**src/sv/rle_pkg.sv**
```systemverilog
`timescale 1ns / 1ps
// Shared types and constants for the run-length unpacker with escape.
// No dependencies; used by rle_unpack_with_escape_core.
package rle_pkg;

    localparam int unsigned MAX_RESULTS = 8;
    localparam int unsigned RUN_W       = $clog2(MAX_RESULTS + 1);

    localparam logic [7:0] DIGIT_ZERO = 8'h30;
    localparam logic [7:0] DIGIT_NINE = 8'h39;
    localparam logic [7:0] ESC_BYTE   = 8'h5C;

    // parse modes
    localparam logic [2:0] MODE_BEGIN  = 3'd0;
    localparam logic [2:0] MODE_SYMBOL = 3'd1;
    localparam logic [2:0] MODE_NUMBER = 3'd2;
    localparam logic [2:0] MODE_ESCAPE = 3'd3;
    localparam logic [2:0] MODE_FAILED = 3'd4;

    typedef enum logic [1:0] {
        ST_OK        = 2'd0,
        ST_BAD_DIGIT = 2'd1,
        ST_TRAIL_ESC = 2'd2
    } t_status;

    // one decoded request waiting to be expanded
    typedef struct packed {
        logic [RUN_W-1:0] reps;      // character results still to send
        logic [7:0]       chr;
        logic             tail;      // a non-character result follows the run
        t_status          tail_st;
        logic             done;      // request carried end of string
    } t_job;

endpackage

```
**src/sv/rle_unpack_with_escape_core.sv**
```systemverilog
`timescale 1ns / 1ps
// Latency: a request's first result is shown in the cycle after it is accepted.
// Throughput: one result per cycle while i_stall is low; a request that causes n results (up to 8)
// stalls the input until its last result is taken, set by the single result register and its run counter.
// Requests that cause no result are absorbed without occupying the result register.
// Reset (synchronous, active low) clears the parse state, drops any pending results
// and stalls the input while it is held. Depends on rle_pkg.
module rle_unpack_with_escape_core (
    input  logic       i_clk,
    input  logic       i_rst_n,
    input  logic       i_valid,
    output logic       o_stall,
    input  logic [7:0] i_in_byte,
    input  logic       i_end_of_string,
    output logic       o_valid,
    input  logic       i_stall,
    output logic [7:0] o_out_char,
    output logic       o_char_valid,
    output logic [1:0] o_status,
    output logic       o_last_of_run,
    output logic       o_string_done
);

    localparam int unsigned RW = rle_pkg::RUN_W;

    logic [2:0]        r_mode, n_mode;
    logic [7:0]        r_held, n_held;
    logic [1:0]        r_fail, n_fail;
    logic              r_busy, n_busy;
    rle_pkg::t_job     r_job,  n_job;
    rle_pkg::t_job     dec;

    logic [2:0]        mode_eff;
    logic              is_digit, is_esc, accept, take, cur_last, finish;
    logic [3:0]        dval;

    // ---------------- decode of one request ----------------
    always_comb begin
        is_digit = (i_in_byte >= rle_pkg::DIGIT_ZERO) && (i_in_byte <= rle_pkg::DIGIT_NINE);
        is_esc   = (i_in_byte == rle_pkg::ESC_BYTE);
        dval     = i_in_byte[3:0];
        mode_eff = (r_mode > rle_pkg::MODE_FAILED) ? rle_pkg::MODE_BEGIN : r_mode;

        n_mode       = mode_eff;
        n_held       = r_held;
        n_fail       = r_fail;
        dec.reps     = '0;
        dec.chr      = i_in_byte;
        dec.tail     = 1'b0;
        dec.tail_st  = rle_pkg::ST_OK;
        dec.done     = i_end_of_string;

        case (mode_eff)
            rle_pkg::MODE_FAILED: begin
            end
            rle_pkg::MODE_SYMBOL: begin
                if (is_digit) begin
                    // repeat the held character digit-minus-one more times
                    dec.chr  = r_held;
                    dec.reps = (dval > 4'd1) ? RW'(dval - 4'd1) : '0;
                    n_mode   = rle_pkg::MODE_NUMBER;
                end else if (is_esc) begin
                    n_mode = rle_pkg::MODE_ESCAPE;
                end else begin
                    dec.reps = RW'(1);
                    n_held   = i_in_byte;
                end
            end
            rle_pkg::MODE_ESCAPE: begin
                dec.reps = RW'(1);
                n_held   = i_in_byte;
                n_mode   = rle_pkg::MODE_SYMBOL;
            end
            default: begin
                if (is_digit) begin
                    dec.tail    = 1'b1;
                    dec.tail_st = rle_pkg::ST_BAD_DIGIT;
                    n_fail      = 2'(rle_pkg::ST_BAD_DIGIT);
                    n_mode      = rle_pkg::MODE_FAILED;
                end else if (is_esc) begin
                    n_mode = rle_pkg::MODE_ESCAPE;
                end else begin
                    dec.reps = RW'(1);
                    n_held   = i_in_byte;
                    n_mode   = rle_pkg::MODE_SYMBOL;
                end
            end
        endcase

        if (i_end_of_string) begin
            if (n_mode == rle_pkg::MODE_ESCAPE) begin
                dec.tail    = 1'b1;
                dec.tail_st = rle_pkg::ST_TRAIL_ESC;
            end else if ((dec.reps == '0) && !dec.tail) begin
                // silent end or failed string: report the stored status
                dec.tail    = 1'b1;
                dec.tail_st = rle_pkg::t_status'(r_fail);
            end
            n_mode = rle_pkg::MODE_BEGIN;
            n_held = '0;
            n_fail = '0;
        end
    end

    // ---------------- result register ----------------
    always_comb begin
        cur_last = (r_job.reps == '0) || ((r_job.reps == RW'(1)) && !r_job.tail);
        take     = r_busy && !i_stall;
        finish   = take && cur_last;
        o_stall  = !i_rst_n || (r_busy && !finish);
        accept   = i_valid && !o_stall;

        o_valid       = r_busy;
        o_char_valid  = (r_job.reps != '0);
        o_out_char    = o_char_valid ? r_job.chr : 8'd0;
        o_status      = o_char_valid ? 2'(rle_pkg::ST_OK) : 2'(r_job.tail_st);
        o_last_of_run = cur_last;
        o_string_done = cur_last && r_job.done;

        n_busy = r_busy;
        n_job  = r_job;
        if (take) begin
            if (cur_last) begin
                n_busy = 1'b0;
            end else if (r_job.reps != '0) begin
                n_job.reps = r_job.reps - RW'(1);
            end
        end
        if (accept && ((dec.reps != '0) || dec.tail)) begin
            n_busy = 1'b1;
            n_job  = dec;
        end
    end

    always_ff @(posedge i_clk) begin
        if (!i_rst_n) begin
            r_mode <= rle_pkg::MODE_BEGIN;
            r_held <= '0;
            r_fail <= '0;
            r_busy <= 1'b0;
        end else begin
            if (accept) begin
                r_mode <= n_mode;
                r_held <= n_held;
                r_fail <= n_fail;
            end
            r_busy <= n_busy;
        end
    end

    always_ff @(posedge i_clk) begin
        r_job <= n_job;
    end

`ifndef ASSERT_OFF
    a_run_bound: assert property (@(posedge i_clk) disable iff (!i_rst_n)
        r_busy |-> (r_job.reps <= RW'(rle_pkg::MAX_RESULTS)))
        else $error("run counter above limit");

    a_done_is_last: assert property (@(posedge i_clk) disable iff (!i_rst_n)
        (o_valid && o_string_done) |-> o_last_of_run)
        else $error("string_done without last_of_run");

    a_run_continues: assert property (@(posedge i_clk) disable iff (!i_rst_n)
        (o_valid && !i_stall && !o_last_of_run) |=> o_valid)
        else $error("run dropped before its last result");

    a_accept_only_on_finish: assert property (@(posedge i_clk) disable iff (!i_rst_n)
        (i_valid && !o_stall && o_valid) |-> (!i_stall && o_last_of_run))
        else $error("request accepted over a pending run");

    a_no_char_zero: assert property (@(posedge i_clk) disable iff (!i_rst_n)
        (o_valid && !o_char_valid) |-> (o_out_char == 8'd0))
        else $error("non-character result carries a character");
`endif

endmodule
```
**config.mk**
```make
export PLATFORM = sky130hd
export DESIGN_NAME = rle_unpack_with_escape_core
export DESIGN_NICKNAME = d
export VERILOG_FILES = /design/src/sv/rle_pkg.sv /design/src/sv/rle_unpack_with_escape_core.sv
export SDC_FILE = /design/constraint.sdc
export NUM_CORES = 1
export LEC_CHECK = 0
export ABC_AREA = 1
export BUFFER_PORTS_ARGS = -buffer_cell sky130_fd_sc_hd__buf_4
export CORE_ASPECT_RATIO = 1.1
export CORE_UTILIZATION = 55
export CTS_BUF_LIST = sky130_fd_sc_hd__clkbuf_8 sky130_fd_sc_hd__clkbuf_16
export DETAILED_ROUTE_END_ITERATION = 12
export PLACE_DENSITY = 0.88
export SYNTH_ARGS = -nofsm -noshare
export SYNTH_HDL_FRONTEND = slang
export SYNTH_SLANG_ARGS = --single-unit
```
**constraint.sdc**
```tcl
create_clock -name i_clk -period 3.55 [get_ports i_clk]
set_input_delay 0 -clock i_clk [delete_from_list [all_inputs] [get_ports i_clk]]
set_output_delay 0 -clock i_clk [all_outputs]
set_load 0.02 [all_outputs]
```
Word-level counts from Yosys, hierarchy flattened:

Cells that the tools add are included.
W data, S select, Z words.

* flip-flop bits (word level): 30
* word-level logic and storage cells: 92

* add/subtract/negate cells: 2
* magnitude comparators: 4
* eq/ne operators: 11
* multiplexer cells: 35
* reductions and logical operators: 31

Operators by type and width (count)
* $mux W8: 6
* $mux W3: 10
* $mux W4: 6
* $mux W16: 1
* $pmux W8 S2: 1
* $pmux W4 S3: 1
* $mux W2: 5
* $logic_and A1 B1 Y1: 9
* $pmux W3 S3: 1
* $eq A8 B7 Y1 const B: 1
* $ge A8 B6 Y1 const B: 1
* $le A8 B6 Y1 const B: 1
* $logic_not A4 Y1: 2
* $reduce_bool A2 Y1: 4
* $reduce_bool A4 Y1: 2
* $sub A4 B1 Y4 const B: 2
* $eq A3 B2 Y1 const B: 2
* $logic_not A1 Y1: 6
* $ne A3 B2 Y1 const B: 2
* $reduce_and A3 Y1: 2
* $eq A4 B1 Y1 const B: 1
* $gt A4 B1 Y1 const B: 1
* $mux W1: 4
* $ne A2 B1 Y1 const B: 2
* other kinds (8): 10

Logic depth before layout (Yosys ltp):

Gate-level depths: netlist of the first run.

* depth after elaboration: 14
* depth in mapped cells: 13
* gate-level depth less buffers: 13

Worst setup path before layout of the first run:

OpenSTA, ideal clock, no wires.

* path type: register to register
* from: register r_job[12] (netlist bit)
* to: register r_job[0] (netlist bit), enable pin
* library setup time: 0.344 ns
* arrival time: 1.726 ns
* required time: 3.206 ns
* path slack: 1.480 ns
* stages on the path, launching flop included: 11
* buffers on the path: 0
* cell sequence: edfxtp_1 -> inv_1 -> ha_1 -> nand2_2 -> nand2_2 -> o21ai_2 -> inv_2 -> nand3_4 -> inv_2 -> nand2_4 -> inv_1

* word-level cells in the longest chain between the ends: 10
* elaborated cells between the ends (all ways): 11

RTL lines
* start: declaration: line rle_unpack_with_escape_core.sv:30 `rle_pkg::t_job r_job, n_job;`
* start signal: assignment: line rle_unpack_with_escape_core.sv:152 `r_job <= n_job;`
* $eq A4 B1 Y1: line rle_unpack_with_escape_core.sv:107 `cur_last = (r_job.reps == '0) || ((r_job.reps == RW'(1)) && !r_job.tail);`
* $logic_and A1 B1 Y1: line rle_unpack_with_escape_core.sv:107
* $logic_or A1 B1 Y1 (*): line rle_unpack_with_escape_core.sv:107
* named net o_last_of_run: line rle_unpack_with_escape_core.sv:20 `output logic o_last_of_run,`
* $logic_and A1 B1 Y1 (*): line rle_unpack_with_escape_core.sv:109 `finish = take && cur_last;`
* $logic_not A1 Y1 (*): line rle_unpack_with_escape_core.sv:110 `o_stall = !i_rst_n || (r_busy && !finish);`
* $logic_and A1 B1 Y1 (*): line rle_unpack_with_escape_core.sv:110
* $logic_or A1 B1 Y1 (*): line rle_unpack_with_escape_core.sv:110
* $logic_not A1 Y1 (*): line rle_unpack_with_escape_core.sv:111 `accept = i_valid && !o_stall;`
* $logic_and A1 B1 Y1 (*): line rle_unpack_with_escape_core.sv:111
* $logic_and A1 B1 Y1 (*): line rle_unpack_with_escape_core.sv:129 `if (accept && ((dec.reps != '0) || dec.tail)) begin`

The timed path passes the listed nets; every way through them passes the cells marked *.
A chain may end at the register's enable or synchronous reset.

Final worst setup path of the first run:

* from: register r_job[12] (netlist bit)
* to: register r_job[5] (netlist bit), enable pin

* word-level cells in the longest chain between the ends: 10
* elaborated cells between the ends (all ways): 11

RTL lines (line)
* $eq A4 B1 Y1: rle_unpack_with_escape_core.sv:107
* $logic_and A1 B1 Y1: rle_unpack_with_escape_core.sv:107
* $logic_or A1 B1 Y1 (*): rle_unpack_with_escape_core.sv:107
* $logic_and A1 B1 Y1 (*): rle_unpack_with_escape_core.sv:109
* $logic_not A1 Y1 (*): rle_unpack_with_escape_core.sv:110
* $logic_and A1 B1 Y1 (*): rle_unpack_with_escape_core.sv:110
* $logic_or A1 B1 Y1 (*): rle_unpack_with_escape_core.sv:110
* $logic_not A1 Y1 (*): rle_unpack_with_escape_core.sv:111
* $logic_and A1 B1 Y1 (*): rle_unpack_with_escape_core.sv:111
* $logic_and A1 B1 Y1 (*): rle_unpack_with_escape_core.sv:129

Mark *: on every way between the ends. The rest lies on a longest branch, timed or not.

==> results.md, run 1 <==
- Dividing the final minimum period by the clock period gives roughly 60%.
- The worst reg2reg path endpoint is r_job[5]$_DFFE_PP_.
- The detailed-router iteration count before antenna repair is 4.
- At the later pin of the worst-skew pair, clock insertion delay measures 0.28 ns.
- For the final database, setup skew stands at ~0.005 ns.
- Sorting the synthesized cells by area gives the leading types as edfxtp_1 28%, dfxtp_1 15%, nand2_1 8.5%.
- The transition time at the pin with the least slew margin is 0.552 ns.
- The die outline area is around 3400 um^2.
- The vertical die dimension is just over 60 um.
- Data on the critical path is required at its endpoint by approximately 3.5 ns.
- The flow ran to the end, and the final reports show no timing, DRC or antenna violations.
- The starting utilization of the core area is a little under three fifths.
- The worst setup path is captured at a register.
- The number of standard cells after synthesis is 212.
- Sorting the synthesized cells by how often they occur yields 39 x nand2_1, 30 x nor2_1, 28 x inv_1.
- After synthesis the netlist holds a flip-flop and latch count of 29.
- After Yosys synthesis, and, or, nand and nor cells account for between 30 and 40% of the synthesized area.
- The number of different library cells used by synthesis comes to 31.
- The highest clock frequency the design can meet is 0.470 GHz.
- The first global-routing pass estimated between 5000 and 6000 um of wire.
- The fraction of post-synthesis cell area in the top cell type by area is 27.7%.
- The final routed DRC violation total is 0.
- The critical path is of the reg2reg type.
- The worst hold path begins at i_in_byte[7].
- Yosys instantiated no cell more often than nand2_1.
- The HPWL after detailed placement is between 2000 and 3000 um.
- The number of rows created at floorplan is 21.
- Once the clock tree was built, the resizer swapped 0 gates to a different size.
- The overall die width is between 50 and 60 um.
- For this block, the routed nets add up to around 3400 um of wire.
- In this run the power spent charging and discharging nets is approximately 0.23 mW.
- The synthesized netlist occupies a cell area of 1730 um^2.
- The share of power burned in combinational logic is about 20%.
- Cell internal power was estimated by the tool at 0.571 mW.
- The max-slew violation total from the final report is 0.
- The endpoint with the worst hold slack is r_held[7]$_SDFFE_PN0P_.
- The total setup buffers inserted after CTS is 0.
- After synthesis, the share of flip-flops with an asynchronous set or reset is 0%.
- The Yosys step of the flow raised 0 warnings.
- The endpoint arrival time on the critical path is a little over 2 ns.
- Entering global routing, the biggest net connects 13 pins.
- The number of antenna violations at the first check in global routing is 0.
- The via density per instance is between 5 and 6.
- In this run, the number of DRC markers left after iteration 0 of detailed routing was just under 70.
- Global routing consumed, over all layers together, roughly 21% of the routing resources.
- In this run the power density over the cells is between 300 and 400 nW/um^2.
- The global route total overflow is 0.
- Sequential cells were found to cover 42.8% of the synthesized design area.
- The clock tree from TritonCTS is yes.
- The area of the core region is between 3000 and 4000 um^2.
- The number of flops mapped to enable cells by yosys is 16.
- The class of the tightest hold or removal check is in2reg.
- The biggest area contributor in the post-synthesis netlist is edfxtp_1.
- The area growth from synthesis to layout is 18.6%.
- The total via count after detailed routing is between 1000 and 1500.
- The clock network power share is a little under a third.
- Along the worst hold path, the cell count comes to 3.
- Summing all flip-flop and latch instances after layout gives 741 um^2.
- The clock tree root buffer cell is clkbuf_8.
- The number of filler cells placed in the layout is 252.
- The final net count is 263.
- In this run the tightest slew margin relative to its limit is a little over three fifths.
- Setup total negative slack on the finished layout was measured at 0 ns.
- The total of endpoints with negative setup slack in the final report is 0.
- The mux share of post-synthesis cell area is 0%.
- The via count of the first global-routing pass was approximately 1300.
- The number of nets handed over by synthesis was between 200 and 250.
- Across the run, the number of max-cap violations was 0.
- The setup check on the worst reg-to-reg path leaves a slack of roughly 1.4 ns.
- The CTS clock-pin slew for the worst setup and hold paths is 0.06 ns.
- The clock sink count is 29.
- The final critical path time including I/O delays and setup is ~2.1 ns.
- On the final layout, the worst hold slack is between 0.008 and 0.009 ns.
- The startpoint class of the critical path is a register.
- The cell depth of the worst flop-to-flop path is 10.
- The worst register-to-register path begins at r_job[12]$_DFFE_PP_.
- During I/O placement, the number of pins put on the boundary was 28.
- The total area of multi-input combinational cells is 846 um^2.
- The number of buffers created by CTS is 5.
- Of all nets on the critical path, the largest fanout is 12.
- Of the total power, the share spent switching nets is between 20 and 30%.
- The number of antenna cells inserted is 0.
- The number of hold violations in the final report was 0.
- Summing the areas of all fa, ha and maj instances in the mapped netlist gives under 10% of the synthesized area.
- The post-synthesis xor/xnor area fraction is between 1 and 1.5%.
- Dividing the synthesized area by the synthesized cell count gives ~8.2 um^2.
- After detailed routing, the average wire length per cell comes to 12.1 um.
- In this run the remaining antenna-violating nets after routing total 0.
- Setup repair after global routing left no endpoint under its margin.
- The most frequently used flop master after synthesis is edfxtp_1.
- The static leakage is about 0.98 nW.
- Summing the areas of all compound-gate instances in the mapped netlist gives about a tenth of the synthesized area.
- Sequential cells burn roughly half of the power.
- The share of final-layout standard cells stronger than drive strength 1 is a little over a quarter.
- The main combinational cell family by area after synthesis is simple AND/OR/NAND/NOR gates.
- The maximum vdd ir drop is 0.000331 V.
- The number of levels the H-tree was split into is 2.
- The global placement routability congestion is approximately 0.83.
- The deepest clock path buffer count is 2.
- The number of buffers inserted by port buffering is 27.
-- flip-flops by register name, summed over array words and instances, names as in the netlist --
signal	count
o_valid	1
r_job	16
r_held	8
r_mode	3
r_fail	1
-- final cells by class --
cell class	count	share of cell area (%)
multi-input cells	147	41.2
flip-flops and latches	29	36.1
well taps	34	2.07
inverters	34	6.33
clock buffers	5	3.35
clock inverters	3	0.670
repair buffers	28	10.4
-- routing by layer --
layer	GRT usage, %	wire length (um)	up-vias
met5	0	0	-
met4	13.9	86	0
met3	6.40	152	10
met2	36.3	1700	32
met1	24.2	1450	646
li1	-	-	750
-- per-stage QoR --
stage | cell area (um^2) | setup WS [ns] | instances | power, mW | util (%)
after floorplan | 1730 | 1.48 | 212 | 0.500 | -
after global placement | 1960 | 1.51 | 271 | 0.552 | 64.9
after detailed placement | 1960 | 1.42 | 271 | 0.555 | 64.9
after CTS | 2050 | 1.41 | 280 | 0.808 | 68.0
after global routing | 2050 | 1.21 | 280 | 0.844 | 68.0
final | 2050 | 1.42 | 280 | 0.802 | 68.0
-- logic make-up (layout without fill, tap and decap cells) --
kind of cell | after synthesis | count (layout)
AND/OR/NAND/NOR | 111 | 111
buffers and inverters | 36 | 70
AO/OA/AOI/OAI | 29 | 29
flip-flops | 29 | 29
adder cells (fa/ha/maj) | 5 | 5
XOR/XNOR | 2 | 2
-- power by group through the flow --
stage | Sequential [mW] | Clock (mW) | Combinational, mW
CTS | 0.388 | 0.258 | 0.162
floorplan | 0.395 | 0 | 0.104
detailed placement | 0.395 | 0 | 0.160
finish | 0.388 | 0.252 | 0.162
global route | 0.390 | 0.274 | 0.180
global placement | 0.395 | 0 | 0.157
-- worst max-delay path by stage --
stage                        startpoint                  to  slack [ns]  depth (start not counted)
finish              r_job[12]$_DFFE_PP_  r_job[5]$_DFFE_PP_        1.42                         10
global route        r_job[12]$_DFFE_PP_  r_job[5]$_DFFE_PP_        1.21                         10
CTS                 r_job[12]$_DFFE_PP_  r_job[5]$_DFFE_PP_        1.41                         10
detailed placement  r_job[12]$_DFFE_PP_  r_job[8]$_DFFE_PP_        1.42                         10
global placement    r_job[12]$_DFFE_PP_  r_job[5]$_DFFE_PP_        1.51                         10
floorplan           r_job[12]$_DFFE_PP_  r_job[0]$_DFFE_PP_        1.48                         10
-- critical path, cell delays in order, from the launching register on --
cell      delay [ns]
edfxtp_1        0.42
inv_1           0.10
ha_1            0.19
nand2_2         0.11
nand2_2         0.12
o21ai_2         0.06
inv_2           0.08
nand3_4         0.11
inv_2           0.17
nand2_4         0.10
inv_1           0.32
-- layout by cell type (no fill, tap or decap) --
cell,instances
inv_2,5
nor3_1,1
nand3_1,15
dfxtp_1,13
nand3_4,1
nor2_1,30
buf_4,27
nand4_4,1
o21ai_2,2
o21ai_0,4
nand2_1,39
clkinv_2,2
xor2_1,2
edfxtp_1,16
o31ai_1,1
nor2_2,3
clkbuf_8,5
a22oi_1,2
nand3_2,1
a21oi_1,17
nand4_1,2
dlygate4sd3_1,1
nand2_4,5
inv_4,1
ha_1,5
o21ai_4,1
nor3_2,2
nand3b_1,3
inv_1,29
a21oi_2,1
a21boi_0,1
nand2_2,4
nor2_4,4
-- timing repair --
item | 4_1_cts | 5_1_grt
endpoints found under the hold margin | 1 | 0
setup endpoints to repair | 0 | 0
hold buffers | 1 | 0
No activity file was read; power rests on OpenSTA's default activity.
==> run 2, diff against run 1 <==
==> constraint.sdc (replaced) <==
create_clock -name i_clk -period 2.2 [get_ports i_clk]
set_input_delay 0 -clock i_clk [delete_from_list [all_inputs] [get_ports i_clk]]
set_output_delay 0 -clock i_clk [all_outputs]
set_load 0.02 [all_outputs]
==> run 2 against run 1 <==
  * Clock power rose by 62%
  * Non-clock buffer count rose by 2
  * Die area did not move
  * Critical endpoint is now r_job[15]$_DFFE_PP_
  * Core utilization rose by 0.70 points
  * Critical path depth did not move
  * Setup slack got worse by 1.2 ns
  * Clock-buffer cell count did not move
  * First-iteration DRC count fell by 57%
  * Final cell count rose by 0.71%
  * Largest cell class unchanged
  * Maximum frequency rose by 5.2%
==> results.md, run 2 (same netlist as run 1, synthesis figures left out) <==
- The kind of end point of the critical path is a register.
- The wire length of the first global-routing pass is approximately 5300 um.
- The HPWL after detailed placement is approximately 2500 um.
- The max-slew violation total from the final report was 0.
- The global route total overflow is 0.
- The worst-path cell with the longest stage delay is edfxtp_1.
- The die outline area is about 3400 um^2.
- The number of design-rule violations left by the first detailed-router iteration is 30.
- The finished layout holds 282 standard cells, fillers aside.
- The critical path start-end classification is reg2reg.
- The largest single stage delay on the critical path is about 0.42 ns.
- The clock tree synthesis step divided the H-tree into 2 levels.
- Per report_power, the clock group accounts for roughly a third of the total.
- The flip-flop count of the largest register after layout is 16.
- The highest clock frequency the design can meet is about 0.50 GHz.
- The total detailed-routing wirelength is roughly 3200 um.
- Summing all flip-flop and latch instances after layout gives roughly 740 um^2.
- The share of final-layout standard cells stronger than drive strength 1 is 27.0%.
- The clock arrives with approximately 0.0024 ns of skew.
- The number of placed instances, taps included, is 272.
- Traced cell by cell, the critical path runs through inv_1 -> ha_1 -> nand2_2 -> nand2_2 -> o21ai_2 -> inv_2 -> nand3_4 -> inv_2 -> nand2_4 -> o31ai_1.
- Setup violations remaining at the end of the flow were counted as 0.
- The worst hold path passes through 3 cells.
- Setup repair after global routing left no endpoint under its margin.
- The pin count of the biggest net entering global routing is 13.
- The total area of multi-input combinational cells is between 800 and 900 um^2.
- The vertical die dimension is slightly above 60 um.
- In this run the tightest slew margin relative to its limit is just over 60%.
- The class of the tightest hold or removal check is in2reg.
- The internal power component is 0.924 mW.
- Post-CTS timing repair inserted 0 buffers for setup.
- The net count of the finished layout is 265.
- After detailed routing, the average wire length per cell comes to 11.4 um.
- The starting utilization of the core area is 57.3%.
- Across the VDD grid, the largest voltage drop is 0.000418 V.
- The number of buffers created by CTS is 5.
- After layout, the worst path uses a little over 90% of the clock period.
- The max-capacitance violation count is 0.
- The library cells used most frequently in the layout, excluding fill and tap cells, are 39 x nand2_1, 30 x nor2_1, 28 x inv_1, 28 x buf_4, 17 x a21oi_1.
- STA puts the critical path data arrival time at a little under 2 ns.
- The power per cell area is ~630 nW/um^2.
- The number of antenna violations at the first check in global routing was 0.
- The switching power of the nets is around 0.37 mW.
- The startpoint class of the critical path is a register.
- The deepest clock path buffer count is 2.
- The register with the highest flop count is r_job.
- The via count of the first global-routing pass came to between 1000 and 1500.
- The floorplan step set the die width to 55.5 um.
- The setup slack on the worst flop-to-flop path is roughly 0.18 ns.
- The transition time at the pin with the least slew margin is ~0.58 ns.
- The count of buffers added on input and output ports is 27.
- The layout has roughly 250 filler cells.
- The data required time at the worst endpoint is between 2 and 2.5 ns.
- The proportion of power drawn by flip-flops and latches is slightly below 50%.
- From synthesis to final layout, the design area changed by 19.9%.
- For the final routed database, the setup TNS stands at 0 ns.
- The static leakage is 0.977 nW.
- Subtracting the final worst setup slack from the clock period gives just over 2 ns.
- The core region is 3020 um^2.
- The CTS clock-pin slew for the worst setup and hold paths is approximately 0.06 ns.
- In the routed layout, each cell is associated on average with a via count of 5.20.
- The number of hold violations in the final report is 0.
- Row generation in the floorplan step produced 21 rows.
- The detailed-router iteration count before antenna repair is 4.
- The number of antenna cells inserted is 0.
- The congestion estimate from routability-driven global placement came to between 0.8 and 0.9.
- Counting every sink on the clock net gives 29.
- The clock reaches the later pin of the worst-skew pair after 0.28 ns.
- The largest driver fanout on the critical path is 7.
- Leaving out fill and tap cells, the most frequent cell in the layout is nand2_1.
- For the worst flop-to-flop path, the logic depth is 10.
- TritonCTS built the clock tree.
- The share of total power consumed by net switching is about 29%.
- For this run, design rule violations remaining after detail routing come to 0.
- For this design the top-level I/O count stands at 28.
- The clock tree root buffer cell is clkbuf_8.
- The share of power burned in combinational logic is ~20%.
- The routed layout has ~1500 vias.
- The global router's overall resource usage is about a fifth.
- The largest registers in the layout are r_job (16), r_held (8), r_mode (3).
- The remaining antenna violation count after routing is 0.
- The run finished with clean final reports.
[run 2: changes by cell type in the layout (fill, tap and decap cells not counted)]
cell	delta
inv_1	-1
clkinvlp_4	+1
dlygate4sd3_1	+1
buf_4	+1
[run 2: layout make-up]
cell class / count / area share, %
repair buffers: 30 / 11.1
flip-flops and latches: 29 / 35.7
well taps: 34 / 2.05
multi-input cells: 147 / 40.7
inverters: 34 / 6.45
clock buffers: 5 / 3.32
clock inverters: 3 / 0.663
[run 2: worst paths after layout]
| path | start | endpoint |
|---|---|---|
| hold / removal | i_in_byte[6] | r_held[6]$_SDFFE_PN0P_ |
| setup / recovery | r_job[12]$_DFFE_PP_ | r_job[15]$_DFFE_PP_ |
| setup reg to reg | r_job[12]$_DFFE_PP_ | r_job[15]$_DFFE_PP_ |
| hold reg to reg | r_held[7]$_SDFFE_PN0P_ | r_held[7]$_SDFFE_PN0P_ |
[run 2: per-layer routing]
metal / track usage (%) / routed length, um / vias up
met3: 7.04 / 175 / 7
met5: 0 / 0 / -
met1: 23.9 / 1360 / 664
met4: 9.64 / 63 / 0
met2: 37.3 / 1620 / 39
li1: - / - / 755
[run 2: worst max-delay path: cells and delay by family (launching register included)]
kind	cells	cell delay (ns)
adder cells (fa/ha/maj)	1	0.21
flip-flops	1	0.42
AO/OA/AOI/OAI	2	0.23
buffers and inverters	3	0.36
AND/OR/NAND/NOR	4	0.44
[run 2: power groups by stage]
stage               registers (mW)  clock network, mW  logic [mW]
floorplan                    0.638                  0       0.168
global placement             0.637                  0       0.255
detailed placement           0.638                  0       0.261
CTS                          0.626              0.418       0.266
global route                 0.629              0.450       0.295
finish                       0.626              0.408       0.265
[run 2: timing repair]
item                                    4_1_cts  5_1_grt
endpoints found under the hold margin         2        0
resized for setup                             0        1
endpoints found under the setup margin        0       12
hold buffers                                  2        0
[run 2: per-stage QoR]
step                worst slack, ns  utilization (%)  total power [mW]  hold slack [ns]  cell area (um^2)
finish                        0.180             68.7              1.30          0.00522              2080
global route                 0.0388             68.7              1.37           0.0242              2080
CTS                          0.0304             68.6              1.31          0.00382              2070
detailed placement           0.0389             65.2             0.899            0.283              1970
global placement              0.155             65.2             0.891            0.280              1970
floorplan                     0.130                -             0.806           0.0989              1730
